===== src/rtl/fticu_pkg.sv =====
package fticu_pkg;

  localparam int AXES        = 6;
  localparam int AXIS_W      = $clog2(AXES);
  localparam int SAMPLE_W    = 24;
  localparam int WIN_DEPTH   = 64;
  localparam int SLOT_W      = (WIN_DEPTH > 1) ? $clog2(WIN_DEPTH) : 1;
  localparam int FILL_W      = $clog2(WIN_DEPTH + 1);
  localparam int WSUM_W      = SAMPLE_W + FILL_W;
  localparam int CNT_W       = 16;
  localparam int CSUM_W      = SAMPLE_W + CNT_W;
  localparam int RAM_DEPTH   = WIN_DEPTH * AXES;

  localparam int CFG_W       = 23;
  localparam int CFG_IDX_W   = 3;
  localparam int RANGE_W     = 23;
  localparam int MILLI_W     = 10;
  localparam int FREQ_W      = 16;

  // deviation, its square and the root of three summed squares
  localparam int DIFF_W      = SAMPLE_W + 1;
  localparam int SQ_W        = 2 * DIFF_W;
  localparam int ROOT_W      = DIFF_W;

  // intensities saturate at 30 bits; anything above 1e9 clamps anyway
  localparam int INT_W       = 30;
  localparam int PROD_W      = INT_W + MILLI_W;

  localparam int DIV_NUM_W   = 48;
  localparam int DIV_DEN_W   = 24;
  localparam int DIV_CNT_W   = $clog2(DIV_NUM_W);

  // x / 1e6 as ((x >> 6) * ceil(2^38 / 15625)) >> 38, exact for x < 2^30
  localparam int MILLI_PRE   = 6;
  localparam int MILLI_SHIFT = 38;
  localparam int MDIV_W      = INT_W - MILLI_PRE;
  localparam int RECIP_W     = 25;
  localparam int MPROD_W     = MDIV_W + RECIP_W;

  localparam logic [INT_W-1:0] MICRO      = INT_W'(1000000);
  localparam logic [INT_W-1:0] MILLI_HALF = INT_W'(500000);
  localparam logic [INT_W-1:0] COMB_MAX   = INT_W'(1000000000);
  localparam logic [INT_W-1:0] THOUSAND   = INT_W'(1000);
  localparam logic [RECIP_W-1:0] MILLI_RECIP = RECIP_W'(17592187);

  localparam logic [AXIS_W-1:0] FORCE_LAST  = AXIS_W'(2);
  localparam logic [AXIS_W-1:0] TORQUE_LAST = AXIS_W'(AXES - 1);

  typedef enum logic [CFG_IDX_W-1:0] {
    CFG_CAL_SAMPLES = 3'd0,
    CFG_RANGE       = 3'd1,
    CFG_THRESHOLD   = 3'd2,
    CFG_HIGH_FREQ   = 3'd3,
    CFG_LOW_FREQ    = 3'd4,
    CFG_FORCE_GAIN  = 3'd5,
    CFG_TORQUE_GAIN = 3'd6,
    CFG_DEADBAND    = 3'd7
  } cfg_idx_t;

  typedef enum logic [4:0] {
    ST_IDLE,
    ST_CAL_ACC,
    ST_REF_START,
    ST_REF_WAIT,
    ST_WIN_RD,
    ST_WIN_WR,
    ST_AVG_START,
    ST_AVG_WAIT,
    ST_SQ_MUL,
    ST_SQ_ACC,
    ST_SQRT_INIT,
    ST_SQRT,
    ST_INT_START,
    ST_INT_WAIT,
    ST_COMB_MUL,
    ST_COMB_ADD,
    ST_MILLI_START,
    ST_MILLI_WAIT
  } state_t;

  typedef struct packed {
    logic                 start;
    logic [DIV_NUM_W-1:0] num;
    logic [DIV_DEN_W-1:0] den;
  } div_req_t;

  typedef struct packed {
    logic                 done;
    logic [DIV_NUM_W-1:0] quot;
    logic                 rem_nz;
  } div_rsp_t;

endpackage


===== src/rtl/fticu_div.sv =====
module fticu_div (
  input  logic                clk,
  input  logic                rst,
  input  fticu_pkg::div_req_t req,
  output fticu_pkg::div_rsp_t rsp
);
  import fticu_pkg::*;

  logic                 busy;
  logic                 done;
  logic [DIV_CNT_W-1:0] cnt;
  logic [DIV_NUM_W-1:0] quo;
  logic [DIV_DEN_W-1:0] rem;
  logic [DIV_DEN_W-1:0] den;
  logic [DIV_DEN_W:0]   shifted;
  logic [DIV_DEN_W:0]   diff;
  logic                 ge;

  // restoring division, one quotient bit per cycle
  always_comb begin
    shifted = {rem, quo[DIV_NUM_W-1]};
    diff    = shifted - {1'b0, den};
    ge      = shifted >= {1'b0, den};
  end

  always_ff @(posedge clk) begin
    if (rst) begin
      busy <= 1'b0;
      done <= 1'b0;
    end else if (req.start) begin
      busy <= 1'b1;
      done <= 1'b0;
      cnt  <= '0;
      quo  <= req.num;
      rem  <= '0;
      den  <= req.den;
    end else if (busy) begin
      quo <= {quo[DIV_NUM_W-2:0], ge};
      rem <= ge ? diff[DIV_DEN_W-1:0] : shifted[DIV_DEN_W-1:0];
      cnt <= cnt + 1'b1;
      if (cnt == DIV_CNT_W'(DIV_NUM_W - 1)) begin
        busy <= 1'b0;
        done <= 1'b1;
      end
    end
  end

  assign rsp.done   = done;
  assign rsp.quot   = quo;
  assign rsp.rem_nz = |rem;

endmodule


===== config.mk =====
export PLATFORM = sky130hd
export DESIGN_NAME = fticu_div
export DESIGN_NICKNAME = d
export VERILOG_FILES = /design/src/rtl/fticu_pkg.sv /design/src/rtl/fticu_div.sv
export SDC_FILE = /design/constraint.sdc
export NUM_CORES = 1
export LEC_CHECK = 0
export ABC_AREA = 1
export BUFFER_PORTS_ARGS = -buffer_cell sky130_fd_sc_hd__buf_4
export CORE_MARGIN = 2
export CORE_UTILIZATION = 25
export DETAILED_ROUTE_END_ITERATION = 7
export GPL_TIMING_DRIVEN = 0
export PLACE_DENSITY_LB_ADDON = 0.08
export SETUP_SLACK_MARGIN = 0.15
export SLEW_MARGIN = 30
export SYNTH_ARGS = -nofsm -noshare
export SYNTH_HDL_FRONTEND = slang
export SYNTH_SLANG_ARGS = --single-unit

===== constraint.sdc =====
create_clock -name clk -period 4.4 [get_ports clk]
set_input_delay 0.66 -clock clk [delete_from_list [all_inputs] [get_ports clk]]
set_output_delay 0.66 -clock clk [all_outputs]
set_load 0.03 [all_outputs]

Word-level counts from Yosys, hierarchy flattened
Cells that the tools add are included.
W data, S select, Z words.

storage, ports and cells
  bits in registers = 104
  bits of input ports = 75
  output and inout port bits = 50
  logic and storage cells = 25

cells by class
  $add $sub $neg = 2
  magnitude comparators = 1
  eq/ne operators = 1
  mux-type cells = 8
  bitwise gates (word level) = 1
  reduce and logical (&&, ||, !) cells = 6

operator list
  kind                   number
  $mux W48               2
  $mux W24               2
  $ge A25 B24 Y1         1
  $reduce_or A24 Y1      1
  $sub A24 B24 Y24       1
  $add A6 B1 Y6 const B  1
  $eq A6 B6 Y1 const B   1
  $mux W6                1
  $reduce_and A2 Y1      3
  $mux W1                3
  $reduce_bool A2 Y1     1
  $reduce_or A2 Y1       1
  $not A1 Y1             1

Depth between registers and ports, before layout
  depth in word-level cells = 4
  gate-level depth with buffers = 14
  gate-level depth less buffers = 14

Worst setup path before layout
OpenSTA, ideal clock, no wires.

  path type = input to register
  start point = input port req[72] (netlist bit)
  end point = register cnt[0] (enable)
  library setup time = 0.439 ns
  arrival = 4.117 ns
  data required time = 3.961 ns
  slack = -0.156 ns
  stages = 6
  buffers on the path = 2
  path through = clkbuf_1 -> inv_2 -> clkbuf_1 -> nor2_1 -> inv_1 -> nand2_1

on the way
  word-level cells in the longest chain between the ends = 2

RTL lines
  what                                 RTL line         text
  from (decl)                          fticu_div.sv:4   input fticu_pkg::div_req_t req,
  $reduce_bool A2 Y1 (no source line)  n/a
  $reduce_and A2 Y1 (no source line)   n/a
  to (signal assigned)                 fticu_div.sv:40  cnt <= cnt + 1'b1;
  to (decl)                            fticu_div.sv:11  logic [DIV_CNT_W-1:0] cnt;

No other way between the ends.
A chain may end at the register's enable or synchronous reset.

Final worst setup path
  start point = input port req[72] (netlist bit)
  end point = register rem[0] (enable)

on the way
  word-level cells in the longest chain between the ends = 2

RTL lines
  what                                 RTL line         text
  $reduce_bool A2 Y1 (no source line)  n/a
  $reduce_and A2 Y1 (no source line)   n/a
  to (signal assigned)                 fticu_div.sv:39  rem <= ge ? diff[DIV_DEN_W-1:0] : shifted[DIV_DEN_W-1:0];
  to (decl)                            fticu_div.sv:13  logic [DIV_DEN_W-1:0] rem;

No other way between the ends.

==> metrics.yaml <==
final_common_cell: "nand2_1"
synth-seq-area-share_pct: 49.22
ys_seq_elements: 104
netlist_area_um2: 6305
place.gp.congestion: 0.8179
seqPwrFrac_pct: 41.9
htree_num_levels: 3
holdWs_ns: 0.4578
nets: 1030
vias_per_cell: 4.199
power_mw: 3.069
pin_count: 125
skew_ns: 0.01510
tightest_slew_ns: 0.7886
chipWidth_um: 162.8
dr_total_vias: 5307
yosys.area.top_type: "edfxtp_1"
fin_setup_tns_ns: 0
postCtsSetupBuffers: 0
dp_worst_setup_slack_ns: 0.6387
grt_max_degree: 50
intPower_mw: 1.955
clockRootBuffer: "clkbuf_16"
worstSetupEndpointType: "flop"
io_buffers: 123
hp-class: "reg2reg"
dieArea_um2: 26510
drtAntennaViolNets: 0
status: "finished, final reports clean"
max_freq_mhz: 314.4
synth.avg_cell_area_um2: 7.951
synth_top_area_share_pct: 48.58
reg2reg_slack_ns: 1.94
cts.repair.resized: 0
numCtsBuffers: 9
drc: 0
design.core.area_um2: 24960
rsz0062_at_grt: "false"
drt_iter0_drc: 231
start_kind: "input pin"
max_cap_violations: 0
ys_types: 34
power_density_nw_per_um2: 383.0
rows: 58
drt-total-wl_um: 18740
post-route-min-period_ns: 3.181
initial_core_util_pct: 25.26
r2r-start: "rem[15]"
drv_slew: 0
hp-start: "done"
layout-drive-gt1-share_pct: 18.31
die_h_um: 162.8
cts_tree: "built"
grt-ovfl-total: 0
setup_viol: 0
fin_crit_sh_pct: 72.29
grtUsageTotal_pct: 14.56
clockPowerShare_pct: 27.5
hold_buffers: 0
worstPathRequired_ns: 4.44
fin_ws_ns: 1.219
sw_frac_of_total_pct: 36.28
r2r_cells: 12
ir_drop_uv: 172.0
clk_path_buf_depth: 2
post-route-util_pct: 32.10
antenna_found_initial: 0
ys_warn_count: 0
dr.pass1.iters: 4
worstSkewPairLatency_ns: 0.37
grt_pass1_vias: 5415
hpwl_um: 14560
startpoint: "req[72]"
synth_nets: 894
area_growth_pct: 27.09
hold_viol_final: 0
synthCells: 793
grt_pass1_wl_um: 29610
clkTransAtPathRegs_ns: 0.09
final_cell_mix: "nand2_1 (339), buf_4 (126), inv_1 (117), edfxtp_1 (102), nand3_1 (49)"
crit_type: "in2reg"
r2r-end: "rem[21]"
yosys-top-cells-area: "edfxtp_1 (49%), nand2_1 (20%), inv_1 (7.0%)"
worstPathArrival_ns: 3.22
switching_power_mw: 1.113
leakage_nw: 3.950
wl_per_cell_um: 14.82
antenna_cells: 0
cp-endpoint: "rem[0]"
crit_fanout: 49
cts.sink_count: 104
p_comb_share_pct: 30.6
slew_headroom_pct: 47.42
critical path, cell delays in order:
cell and delay [ns]:
clkbuf_1 0.46, inv_2 0.25, clkbuf_1 0.41, nor2_4 0.52
buf_16 0.21, inv_1 0.11, nand2_8 0.23, buf_16 0.31
state kept, by name, summed over array words and instances (netlist names):
register	count
den	24
rem	24
busy	1
done	1
cnt	6
quo	48
layout make-up:
cell class,instances,area [um^2]
plain buffers,23,116.4
clock inverters,7,67.56
inverters,121,454.2
well taps,330,412.9
repair buffers,125,978.4
flip-flops and latches,104,3103
multi-input cells,545,2655
clock buffers,9,225.2
fillers,2748,16950
routing by layer:
layer	routed length, um	global-route usage [%]	up-vias	part of all wire, %
met5	0	0	-	0
met4	288	3.982	0	1.5
met3	1427	5.118	17	7.6
met2	8493	23.73	126	45
met1	8527	18.29	2354	46
li1	-	-	2810	-
power by group through the flow:
stage | Clock [mW] | Combinational, mW | Sequential [mW]
2_1_floorplan | 0 | 0.566 | 1.37
3_3_place_gp | 0 | 0.944 | 1.31
3_5_place_dp | 0 | 0.954 | 1.31
4_1_cts | 0.881 | 0.954 | 1.29
5_1_grt | 0.905 | 1.07 | 1.30
6_report | 0.845 | 0.939 | 1.28
cell usage after synthesis:
master	count
clkbuf_1	12
nor2_1	40
nand3b_1	3
nor3_1	3
buf_2	3
o21ai_0	4
buf_6	2
nand4_1	32
xnor2_1	1
buf_1	3
buf_4	3
nand3_1	49
edfxtp_1	102
dfxtp_1	2
nand3_2	1
nor2_8	1
nor2_4	1
ha_1	25
nor2_2	4
a211oi_1	1
nand2_8	1
xor2_1	8
nand3b_4	1
nand2_1	340
fa_1	1
a31oi_1	1
inv_2	4
and2_0	1
nor3_4	1
nor4_1	6
a21oi_2	1
inv_1	117
a21oi_1	14
nand2_2	5
worst min-delay path by stage:
stage / to / slack (ns) / cells after the start
2_1_floorplan: done / 0.43 / 2
3_3_place_gp: done / 0.45 / 2
3_5_place_dp: done / 0.44 / 2
4_1_cts: den[5] / 0.45 / 1
5_1_grt: den[5] / 0.45 / 1
6_report: done / 0.46 / 2
through the flow:
stage          std cells  cell area (um^2)
6_report            1264              8013
5_1_grt             1264              8013
4_1_cts             1264              8013
3_5_place_dp        1248              7720
3_3_place_gp        1246              7644
2_1_floorplan        793              6307
cell families after synthesis:
group | after synthesis | synth area share [%]
buf+inv | 144 | 9.049
compound gates | 21 | 1.786
xor+xnor | 9 | 1.250
fa+ha+maj | 26 | 5.279
flops | 104 | 49.22
simple gates | 489 | 33.42
(Power assumes the default switching activity.)
